### src/bbhp_pkg.sv
// ----------------------------------------------------------------------------
// bbhp_pkg
// Types and constants shared by the buffer barrier hazard planner.
// ----------------------------------------------------------------------------
package bbhp_pkg;

   typedef enum logic [2:0] {
      FUNC_ACCESS     = 3'd0,
      FUNC_TRACK      = 3'd1,
      FUNC_FORGET     = 3'd2,
      FUNC_INVALIDATE = 3'd3,
      FUNC_BATCH      = 3'd4,
      FUNC_CLEAR      = 3'd5
   } func_type;

   localparam logic [4:0] CONS_WR_STAGE  = 5'h03;
   localparam logic [6:0] CONS_WR_ACCESS = 7'h0A;
   localparam logic [4:0] REUSE_STAGE    = 5'h07;
   localparam logic [6:0] REUSE_ACCESS   = 7'h1F;

   typedef struct packed {
      logic [2:0] func;
      logic [3:0] buffer_index;
      logic [2:0] use_req;
      logic       end_of_plan;
   } req_type;

   typedef struct packed {
      logic        has_barrier;
      logic [3:0]  out_slot;
      logic [4:0]  src_stage;
      logic [6:0]  src_access;
      logic [4:0]  dst_stage;
      logic [6:0]  dst_access;
      logic        is_conservative;
      logic        last_of_plan;
      logic [31:0] emit_total;
      logic [31:0] cons_total;
      logic [31:0] elide_total;
   } rsp_type;

   typedef struct packed {
      logic [4:0] wr_stage;
      logic [6:0] wr_access;
      logic [4:0] rd_stages;
      logic [4:0] vis_stage;
      logic [6:0] vis_access;
   } hazard_type;

   // merged scope: write flag, access, stage
   typedef struct packed {
      logic       wr;
      logic [6:0] access;
      logic [4:0] stage;
   } scope_type;

   typedef enum logic [2:0] {
      ST_IDLE,
      ST_EXEC,
      ST_COUNT,
      ST_WALK,
      ST_CLOSE
   } state_type;

   // controller to datapath
   typedef struct packed {
      logic load;     // capture request word
      logic exec;     // apply captured word to state
      logic count;    // first pass: tally slot at walk pointer
      logic walk;     // second pass: update slot, present its barrier
      logic empty;    // present empty item
      logic finish;   // close plan
   } cmd_type;

   // datapath to controller
   typedef struct packed {
      logic eop;       // captured access closes plan
      logic walk_last; // walk pointer at last merged slot
      logic walk_none; // nothing merged
      logic any;       // some barrier in this plan
      logic rsp_busy;  // output register occupied, not being taken
   } sts_type;

   function automatic scope_type use_to_scope(input logic [2:0] u);
      scope_type s;
      unique case (u)
         3'd0: s = '{1'b0, 7'h01, 5'h01};
         3'd1: s = '{1'b1, 7'h02, 5'h01};
         3'd2: s = '{1'b1, 7'h03, 5'h01};
         3'd3: s = '{1'b0, 7'h04, 5'h02};
         3'd4: s = '{1'b1, 7'h08, 5'h02};
         3'd5: s = '{1'b0, 7'h10, 5'h04};
         3'd6: s = '{1'b0, 7'h20, 5'h08};
         default: s = '{1'b0, 7'h40, 5'h10};
      endcase
      return s;
   endfunction

endpackage

### src/bbhp_datapath.sv
// ----------------------------------------------------------------------------
// bbhp_datapath
// Slot state, plan merge store, hazard check and result register.
// ----------------------------------------------------------------------------
module bbhp_datapath #(
   parameter int NUM_SLOTS = 16
) (
   input  logic             clock,
   input  logic             reset,
   input  bbhp_pkg::req_type req_word,
   input  bbhp_pkg::cmd_type cmd,
   output bbhp_pkg::sts_type sts,
   output logic             rsp_valid,
   input  logic             rsp_ready,
   output bbhp_pkg::rsp_type rsp_word
);
   import bbhp_pkg::*;

   localparam int IW = (NUM_SLOTS > 1) ? $clog2(NUM_SLOTS) : 1;
   localparam int CW = $clog2(NUM_SLOTS + 1);

   req_type    req_ff;
   logic [NUM_SLOTS-1:0] tracked_ff, force_ff, seen_ff;
   hazard_type haz_ff [NUM_SLOTS];
   scope_type  scope_ff [NUM_SLOTS];
   logic [3:0] order_ff [NUM_SLOTS];
   logic [CW-1:0] count_ff;
   logic [CW-1:0] ptr_ff;
   logic [CW-1:0] left_ff;   // barriers of this plan not yet presented
   logic [31:0] emitted_ff, fallback_ff, elided_ff;
   logic        any_ff;
   logic        rsp_valid_ff;
   rsp_type     rsp_ff;

   logic        ok;
   logic [IW-1:0] ix;
   scope_type   us;
   logic [3:0]  ws;
   logic [IW-1:0] wix;
   scope_type   m;
   hazard_type  h, h_new;
   logic        cons, emit;
   logic [4:0]  ss;
   logic [6:0]  sa;
   logic        hw;
   logic        at_last;
   logic        put;

   assign ok      = {28'd0, req_ff.buffer_index} < 32'(NUM_SLOTS);
   assign ix      = IW'(req_ff.buffer_index);
   assign us      = use_to_scope(req_ff.use_req);
   assign ws      = order_ff[ptr_ff[IW-1:0]];
   assign wix     = IW'(ws);
   assign m       = scope_ff[wix];
   assign h       = haz_ff[wix];
   assign at_last = (ptr_ff + 1'b1) >= count_ff;
   assign put     = cmd.walk && emit;

   always_comb begin
      cons  = !tracked_ff[wix] || force_ff[wix];
      hw    = (h.wr_stage != '0) || (h.wr_access != '0);
      emit  = 1'b0;
      ss    = '0;
      sa    = '0;
      h_new = h;
      if (cons) begin
         emit  = 1'b1;
         ss    = CONS_WR_STAGE;
         sa    = CONS_WR_ACCESS;
         h_new = '0;
         if (tracked_ff[wix]) begin
            if (m.wr) begin
               h_new.wr_stage  = m.stage;
               h_new.wr_access = m.access;
            end else begin
               h_new.wr_stage   = CONS_WR_STAGE;
               h_new.wr_access  = CONS_WR_ACCESS;
               h_new.vis_stage  = m.stage;
               h_new.vis_access = m.access;
               h_new.rd_stages  = m.stage;
            end
         end
      end else if (!m.wr) begin
         if (hw && (((m.stage & ~h.vis_stage) != '0) ||
                    ((m.access & ~h.vis_access) != '0))) begin
            emit = 1'b1;
            ss   = h.wr_stage;
            sa   = h.wr_access;
            h_new.vis_stage  = h.vis_stage | m.stage;
            h_new.vis_access = h.vis_access | m.access;
         end
         h_new.rd_stages = h.rd_stages | m.stage;
      end else begin
         if (hw) begin
            emit = 1'b1;
            ss   = h.wr_stage | h.rd_stages;
            sa   = h.wr_access;
         end else if (h.rd_stages != '0) begin
            emit = 1'b1;
            ss   = h.rd_stages;
         end
         h_new = '{m.stage, m.access, 5'd0, 5'd0, 7'd0};
      end
   end

   // merge store, no reset
   always_ff @(posedge clock) begin
      if (cmd.exec && req_ff.func == FUNC_ACCESS && ok) begin
         if (!seen_ff[ix]) begin
            scope_ff[ix] <= us;
            if (count_ff < CW'(NUM_SLOTS)) order_ff[count_ff[IW-1:0]] <= req_ff.buffer_index;
         end else begin
            scope_ff[ix] <= scope_ff[ix] | us;
         end
      end
   end

   always_ff @(posedge clock) begin
      if (cmd.load) req_ff <= req_word;
   end

   // count pass tallies the plan without touching slot state; walk pass
   // repeats the same decisions, updates state and presents the barriers
   always_ff @(posedge clock) begin
      if (reset || (cmd.exec && req_ff.func == FUNC_CLEAR)) begin
         tracked_ff  <= '0;
         force_ff    <= '0;
         seen_ff     <= '0;
         count_ff    <= '0;
         ptr_ff      <= '0;
         left_ff     <= '0;
         emitted_ff  <= '0;
         fallback_ff <= '0;
         elided_ff   <= '0;
         any_ff      <= 1'b0;
         for (int i = 0; i < NUM_SLOTS; i++) haz_ff[i] <= '0;
      end else begin
         if (cmd.exec) begin
            ptr_ff  <= '0;
            left_ff <= '0;
            any_ff  <= 1'b0;
            unique case (req_ff.func)
               FUNC_ACCESS: begin
                  if (ok && !seen_ff[ix]) begin
                     seen_ff[ix] <= 1'b1;
                     if (count_ff < CW'(NUM_SLOTS)) count_ff <= count_ff + 1'b1;
                  end
               end
               FUNC_TRACK: if (ok) begin
                  tracked_ff[ix] <= 1'b1;
                  force_ff[ix]   <= 1'b0;
               end
               FUNC_FORGET: if (ok) begin
                  tracked_ff[ix] <= 1'b0;
                  force_ff[ix]   <= 1'b0;
                  haz_ff[ix]     <= '0;
               end
               FUNC_INVALIDATE: if (ok) begin
                  force_ff[ix] <= 1'b1;
                  haz_ff[ix]   <= '0;
               end
               FUNC_BATCH: begin
                  for (int i = 0; i < NUM_SLOTS; i++) begin
                     if (tracked_ff[i]) begin
                        force_ff[i] <= 1'b0;
                        haz_ff[i]   <= '{CONS_WR_STAGE, CONS_WR_ACCESS, 5'd0,
                                         REUSE_STAGE, REUSE_ACCESS};
                     end
                  end
               end
               default: ;
            endcase
         end
         if (cmd.count) begin
            ptr_ff <= at_last ? '0 : ptr_ff + 1'b1;
            if (emit) begin
               any_ff     <= 1'b1;
               left_ff    <= left_ff + 1'b1;
               emitted_ff <= emitted_ff + 1'b1;
            end else begin
               elided_ff  <= elided_ff + 1'b1;
            end
            if (cons) fallback_ff <= fallback_ff + 1'b1;
         end
         if (cmd.walk) begin
            ptr_ff      <= ptr_ff + 1'b1;
            haz_ff[wix] <= h_new;
            if (cons) force_ff[wix] <= 1'b0;
            if (emit) left_ff <= left_ff - 1'b1;
         end
         if (cmd.finish) begin
            seen_ff  <= '0;
            count_ff <= '0;
         end
      end
   end

   always_ff @(posedge clock) begin
      if (reset) begin
         rsp_valid_ff <= 1'b0;
      end else begin
         if (rsp_valid_ff && rsp_ready) rsp_valid_ff <= 1'b0;
         if (put || cmd.empty) rsp_valid_ff <= 1'b1;
      end
   end

   // counters are already the plan totals when the walk pass starts
   always_ff @(posedge clock) begin
      if (put) begin
         rsp_ff <= '{1'b1, ws, ss, sa, m.stage, m.access, cons,
                     left_ff == CW'(1), emitted_ff, fallback_ff, elided_ff};
      end else if (cmd.empty) begin
         rsp_ff <= '{1'b0, 4'd0, 5'd0, 7'd0, 5'd0, 7'd0, 1'b0,
                     1'b1, emitted_ff, fallback_ff, elided_ff};
      end
   end

   assign rsp_word  = rsp_ff;
   assign rsp_valid = rsp_valid_ff;

   assign sts.eop       = req_ff.func == FUNC_ACCESS && req_ff.end_of_plan;
   assign sts.walk_last = at_last;
   assign sts.walk_none = count_ff == '0;
   assign sts.any       = any_ff;
   assign sts.rsp_busy  = rsp_valid_ff && !rsp_ready;
endmodule

### src/bbhp_ctrl.sv
// ----------------------------------------------------------------------------
// bbhp_ctrl
// Sequencer: capture, execute, count and walk merged slots, close plan.
// ----------------------------------------------------------------------------
module bbhp_ctrl (
   input  logic             clock,
   input  logic             reset,
   input  logic             req_valid,
   output logic             req_ready,
   input  bbhp_pkg::sts_type sts,
   output bbhp_pkg::cmd_type cmd
);
   import bbhp_pkg::*;

   state_type state_ff, state_in;

   always_comb begin
      state_in = state_ff;
      unique case (state_ff)
         ST_IDLE: if (req_valid) state_in = ST_EXEC;
         ST_EXEC: state_in = sts.eop ? ST_COUNT : ST_IDLE;
         ST_COUNT: begin
            if (sts.walk_none) state_in = ST_CLOSE;
            else if (sts.walk_last) state_in = ST_WALK;
         end
         // hold the walk while the result register is still occupied
         ST_WALK: if (!sts.rsp_busy && sts.walk_last) state_in = ST_CLOSE;
         ST_CLOSE: if (sts.any || !sts.rsp_busy) state_in = ST_IDLE;
         default: state_in = ST_IDLE;
      endcase
   end

   always_comb begin
      cmd       = '0;
      req_ready = 1'b0;
      unique case (state_ff)
         ST_IDLE:  begin
            req_ready = 1'b1;
            cmd.load  = req_valid;
         end
         ST_EXEC:  cmd.exec  = 1'b1;
         ST_COUNT: cmd.count = !sts.walk_none;
         ST_WALK:  cmd.walk  = !sts.rsp_busy;
         ST_CLOSE: begin
            cmd.empty  = !sts.any && !sts.rsp_busy;
            cmd.finish = sts.any || !sts.rsp_busy;
         end
         default: ;
      endcase
   end

   always_ff @(posedge clock) begin
      if (reset) begin
         state_ff <= ST_IDLE;
      end else begin
         state_ff <= state_in;
      end
   end
endmodule

### src/buffer_barrier_hazard_planner.sv
// ----------------------------------------------------------------------------
// buffer_barrier_hazard_planner
// Per-slot buffer hazard tracker emitting at most one barrier per merged slot.
// ----------------------------------------------------------------------------
// A command or plain access is captured, then executed; a new request is taken
// only back in idle. End of plan: capture, execute, a count pass over the merged
// slots (no tally if nothing merged), a walk pass over them, a closing step;
// output stalls hold the walk. A barrier word is valid the cycle after its walk
// step, the empty word the cycle after the closing step.
// Reset: synchronous, active high; clears flags, hazard state, plan, counters.
module buffer_barrier_hazard_planner #(
   parameter int NUM_SLOTS = 16
) (
   input  logic              clock,
   input  logic              reset,
   input  logic              req_valid,
   output logic              req_ready,
   input  bbhp_pkg::req_type req_word,
   output logic              rsp_valid,
   input  logic              rsp_ready,
   output bbhp_pkg::rsp_type rsp_word
);
   import bbhp_pkg::*;

   cmd_type cmd;
   sts_type sts;

   // controller: sequences capture, execute and the two end-of-plan passes;
   // the count pass settles the counters so every word of a plan carries
   // the plan totals
   bbhp_ctrl u_ctrl (
      .clock     (clock),
      .reset     (reset),
      .req_valid (req_valid),
      .req_ready (req_ready),
      .sts       (sts),
      .cmd       (cmd)
   );

   // datapath: slot state, merge store, check logic, result word
   bbhp_datapath #(.NUM_SLOTS(NUM_SLOTS)) u_dp (
      .clock     (clock),
      .reset     (reset),
      .req_word  (req_word),
      .cmd       (cmd),
      .sts       (sts),
      .rsp_valid (rsp_valid),
      .rsp_ready (rsp_ready),
      .rsp_word  (rsp_word)
   );
endmodule

### config.mk
export PLATFORM = sky130hd
export DESIGN_NAME = buffer_barrier_hazard_planner
export DESIGN_NICKNAME = d
export VERILOG_FILES = /design/src/bbhp_pkg.sv /design/src/bbhp_datapath.sv /design/src/bbhp_ctrl.sv /design/src/buffer_barrier_hazard_planner.sv
export SDC_FILE = /design/constraint.sdc
export NUM_CORES = 2
export LEC_CHECK = 0
export BUFFER_PORTS_ARGS = -buffer_cell sky130_fd_sc_hd__buf_4
export CORE_UTILIZATION = 40
export DETAILED_ROUTE_END_ITERATION = 7
export GPL_TIMING_DRIVEN = 0
export PLACE_DENSITY = 0.65
export SLEW_MARGIN = 20
export SYNTH_ARGS = -nofsm -noshare
export SYNTH_HDL_FRONTEND = slang
export SYNTH_SLANG_ARGS = --single-unit
### constraint.sdc
create_clock -name clock -period 8.35 [get_ports clock]
set_input_delay 1.67 -clock clock [delete_from_list [all_inputs] [get_ports clock]]
set_output_delay 1.67 -clock clock [all_outputs]
set_load 0.05 [all_outputs]
# --- Yosys cells after proc, flatten, opt, wreduce, memory -nomap -nowiden ---
# Memories as Yosys holds them, arrays and structs flattened. A register that Yosys moved wholly into a read port is not among the register bits.
# Index checks and enable logic that the tools add are counted.
totals:
  regBits: 302
  ram_bits: 736
  input_bits: 15
  output_inout_bits: 129
  word_cells: 359
  n_memories: 3
memory_table:
  columns: ["memory", "depth", "width", "read_ports", "rd_clocked_by_memory_dff", "wr", "line", "rtl"]
  rows:
  - ["u_dp.haz_ff", 16, 29, 1, 0, 16, "bbhp_datapath.sv:24", "hazard_type haz_ff [NUM_SLOTS];"]
  - ["u_dp.scope_ff", 16, 13, 2, 1, 1, "bbhp_datapath.sv:25", "scope_type scope_ff [NUM_SLOTS];"]
  - ["u_dp.order_ff", 16, 4, 1, 1, 1, "bbhp_datapath.sv:26", "logic [3:0] order_ff [NUM_SLOTS];"]
op_classes:
  add_sub_neg: 7
  order_cmp: 6
  n_eq_ne: 20
  mux: 213
  bitwise_logic: 37
  n_reduce_logical: 46
op_table:
  columns: ["op", "n"]
  rows:
  - ["$mux W29", 21]
  - ["$mux W126", 2]
  - ["$mux W1", 141]
  - ["$add A32 B1 Y32 const B", 3]
  - ["$pmux W13 S7", 1]
  - ["$mux W5", 14]
  - ["$mux W16", 4]
  - ["$reduce_or A29 Y1", 2]
  - ["$and A16 B16 Y16", 3]
  - ["$or A16 B16 Y16", 3]
  - ["$pmux W16 S3", 1]
  - ["$mux W12", 3]
  - ["$mux W17", 2]
  - ["$not A16 Y16", 2]
  - ["$pmux W16 S2", 1]
  - ["$mux W7", 4]
  - ["$mux W4", 5]
  - ["$eq A3 B2 Y1 const B", 6]
  - ["$eq A3 B3 Y1 const B", 6]
  - ["$or A1 B1 Y1", 18]
  - ["$add A5 B1 Y5 const B", 3]
  - ["$mux W3", 5]
  - ["$or A5 B5 Y5", 3]
  - ["$pmux W3 S5", 1]
  - ["34 further kinds", 75]

# --- Depth between registers and ports, before layout ---
# An unclocked memory read counts as a cell.
logic_depth:
  ltp_word: 13
  depth_mapped: 26
  mapped_depth_nobuf: 13

# --- Cells and area by module ---
# A second synthesis with hierarchy kept.
hier_totals:
  cells_unflattened: 4243
  hier_area_um2: 48959.5
by_module_without_submodules:
  columns: ["mod", "n_inst", "cells_each", "area_per_inst_um2", "seq_area_each_um2"]
  rows:
  - ["bbhp_datapath", 1, 4210, 48699.2, 29618.4]
  - ["bbhp_ctrl", 1, 33, 260.2, 60.1]

# --- Least setup slack after synthesis ---
# OpenSTA, ideal clock, no wires.
synth_timing:
  kind: "reg-to-reg"
  from: "register (tool-made name)"
  to: "register u_dp.rsp_ff (netlist bit u_dp.rsp_word[0]) (enable)"
  setup_ns: 1.102
  arrival_ns: 6.460
  required_time_ns: 7.248
  path_slack_ns: 0.788
  stages_incl_launch_ff: 24
  n_path_buf: 10
  synth_period_minus_slack_ns: 7.562
  cell_sequence: "dfxtp_1 > buf_4 > buf_6 > mux2i_1 > and3_4 > or4b_1 > buf_4 > nand2_8 > buf_6 > buf_6 > buf_8 > buf_8 > buf_2 > mux2i_1 > o22ai_1 > or4_1 > nor3_1 > nand3b_2 > a211oi_2 > nor2_2 > buf_6 > nand2_1 > buf_2 > nand2_1"
synth_rtl:
  columns: ["element", "line", "rtl"]
  rows:
  - ["to (signal assigned)", "bbhp_datapath.sv:210", "rsp_ff <= '{1'b1, ws, ss, sa, m.stage, m.access, cons,"]
  - ["to (signal assigned)", "bbhp_datapath.sv:213", "rsp_ff <= '{1'b0, 4'd0, 5'd0, 7'd0, 5'd0, 7'd0, 1'b0,"]
  - ["to (decl)", "bbhp_datapath.sv:33", "rsp_type rsp_ff;"]

==> impl_metrics.yaml <==
route:
  initialDrtViolationCount: 6460
  avgRoutedWirePerCell_um: 32.9
  ant_nets: 0
  drt-total-wl_um: 194000
  via_per_inst: 6.52
  drtPass1Iterations: 7
  num_vias: 38400
  drc: 0
placed_design:
  dp.cells: 5673
  dp_hpwl_um: 134000
  port_buffers: 143
  place_area_um2: 51400
  place_congestion: 1.03
synth:
  synth_area_leaders: "edfxtp_1 55%, dfxtp_1 7.3%, mux4_2 3.9%"
  synth_area_per_cell_um2: 12.0
  yosysTopAreaCell: "edfxtp_1"
  syn-cell-area_um2: 47500
  yosysSeqAreaShare: 0.625
  synth_top_area_frac: 0.552
  synth.distinct_cells: 91
  synth-seq-cells: 1046
  yosys-top-cells-count: "873 x edfxtp_1, 492 x nand2_1, 431 x nor2_1"
  ys.flop_type: "edfxtp_1"
  synth_edf_count: 873
  synth_most_common_cell: "edfxtp_1"
  ys.warnings.count: 0
  syn_inst: 3948
  async_reset_ff_frac: 0
  syn_nets: 3979
global_route:
  grt_pass1_vias: 35800
  antenna_found_initial: 9
  gr-total-overflow: 0
  grt_pass1_wl_um: 267000
  grtUsageTotal: 0.314
  grt_max_degree: 59
pwr:
  ir_drop_mv: 0.153
  power.density_nw_per_um2: 224
  leakage_nw: 19.4
clock_network:
  cts_setup_buffers: 0
  cts_root_buffer: "clkbuf_16"
  cts_tree: "done"
  clock_latency_ns: 0.75
  cts.reportedPaths.clkPinSlew_ns: 0.06
  htreeDepth: 3
  clock-sinks: 1046
  clk_path_buf_depth: 3
  numCtsBuffers: 110
min_path:
  min_from: "u_dp.fallback_ff[31]"
  holdCritPathClass: "reg -> reg"
  whs_endpoint: "u_dp.rsp_word[63]"
  min_path_cells: 0
setup_path:
  worstSetupPathType: "reg -> reg"
  r2r_setup_slack_ns: 0.11
  max_stage_delay_ns: 0.71
  cp_cell_sequence: "buf_4 -> buf_6 -> mux4_2 -> nor2_1 -> o22a_2 -> buf_2 -> buf_4 -> buf_6 -> buf_6 -> buf_2 -> buf_4 -> buf_2 -> a31oi_1 -> a221oi_2 -> nand4b_1 -> a211oi_4 -> nor2_2 -> buf_6 -> nand2_1 -> buf_2 -> nand2_4 -> buf_16 -> buf_16"
  cp.required_ns: 8.80
  crit_path_max_fanout: 58
  critPathCaptureType: "flip-flop"
  cp_top_family: "buffers and inverters"
  r2r-end: "u_dp.rsp_word[124]"
  worstRegToRegCells: 23
  arrival_ns: 8.68
  cp_num_cells: 23
  slowest_stage: "a221oi_2"
  crit_buf_inv: 13
  critPathLaunchType: "flip-flop"
die:
  die_h_um: 347
  initial_core_util: 0.403
  die_w_um: 347
  dieArea_um2: 120000
  ios: 144
  fp-row-count: 126
  coreArea_um2: 118000
timing:
  rsz0062_at_grt: "no"
  finalHoldViolations: 0
  period_share: 0.986
  tightestPinTransition_ns: 1.33
  skew_ns: 0.0377
  fmax_mhz: 121
  finalSetupViolCount: 0
  relSlewSlack: 0.110
  hold_slack_ns: 0.454
  fin_setup_tns_ns: 0
  finalCriticalPeriod_ns: 8.24
  slew_viol_final: 0
cells_and_area:
  area_growth_pct: 16.3
  finalNonFillerCells: 5889
  final_nets: 4279
  fin_area_um2: 55300
  drive_above_1_share: 0.155
status:
  status: "completed"
run:
  maxCapViolations: 0
## kinds of logic after synthesis
logic type,share of synthesized area
AOI/OAI and AO/OA,0.102
and+or+nand+nor,0.149
muxes,0.0753
xor gates and xnor gates,0.0112
adders and majority gates,0.00421
DFF,0.625
buffers and inverters,0.0337
## placed cells by master (no fill, tap or decap), drive strengths merged, types with 12 or more instances in the layout
cell	count
nor2b	32
xnor2	37
o211ai	19
nor3b	12
nand3	109
mux4	83
nor2	434
bufinv	14
nor3	68
a22oi	13
o21ai	191
a211oi	112
ha	16
a31oi	29
mux2i	146
nand4	21
and3	134
o31ai	17
or4	42
and2	20
or3	16
nor4	35
o22ai	88
buf	295
clkbuf	325
inv	39
mux2	22
clkinv	44
nand2b	28
edfxtp	873
a21oi	146
nand2	493
dfxtp	173
a311oi	42
xor2	24
## sequential cells by signal, indices dropped and copies added (netlist names), named ones only
signal	cells
u_ctrl.state_ff	3
u_dp.any_ff	1
u_dp.count_ff	5
u_dp.elided_ff	32
u_dp.emitted_ff	32
u_dp.fallback_ff	32
u_dp.force_ff	16
u_dp.haz_ff	464
u_dp.ix	4
u_dp.left_ff	5
u_dp.order_ff	64
u_dp.ptr_ff	5
u_dp.req_ff	7
u_dp.rsp_valid	1
u_dp.rsp_word	127
u_dp.scope_ff	208
u_dp.seen_ff	16
## worst max path at each step
stage	start	endpoint
final	flip-flop	u_dp.rsp_word[124]
after global placement	flip-flop	u_dp.rsp_word[110]
after detailed placement	flip-flop	u_dp.rsp_word[110]
after global routing	flip-flop	u_dp.rsp_word[124]
after CTS	flip-flop	u_dp.rsp_word[114]
after floorplan	flip-flop	u_dp.rsp_word[0]
## power breakdown
| group | switching, mW | internal, mW | total [mW] |
|---|---|---|---|
| Combinational | 0.916 | 0.347 | 1.26 |
| Sequential | 0.0691 | 5.82 | 5.89 |
| Clock | 2.20 | 3.04 | 5.23 |
## metal layers
layer | up-vias | GRT usage | wire (um)
met1 | 18800 | 0.400 | 69600
met2 | 3255 | 0.464 | 82100
met3 | 820 | 0.104 | 27600
met5 | - | 0.00640 | 158
met4 | 10 | 0.186 | 14400
li1 | 15500 | - | -
## metrics by stage
step           worst slack, ns   util  total power [mW]
2_1_floorplan            0.788      -              6.67
3_3_place_gp             -5.05  0.428              7.16
3_5_place_dp            -0.225  0.436              7.19
4_1_cts                 0.0781  0.468              12.3
5_1_grt                 0.0291  0.469              12.6
6_report                 0.115  0.469              12.4
## cell type report
type / instances / area (um^2)
Fill cell: 10600 / 62600
Sequential cell: 1046 / 29700
Multi-Input combinational cell: 2577 / 16600
Clock buffer: 141 / 3070
Tap cell: 1536 / 1920
Timing Repair Buffer: 189 / 1650
Buffer: 290 / 1490
Clock inverter: 68 / 759
Inverter: 34 / 128
Antenna cell: 8 / 20.0
## repair_timing
action,CTS,global route
resized for setup,3,9
endpoints found under the setup margin,58,58
hold buffers,0,0
pin swaps,0,0
Note: power is estimated with default switching activity, not from simulation.
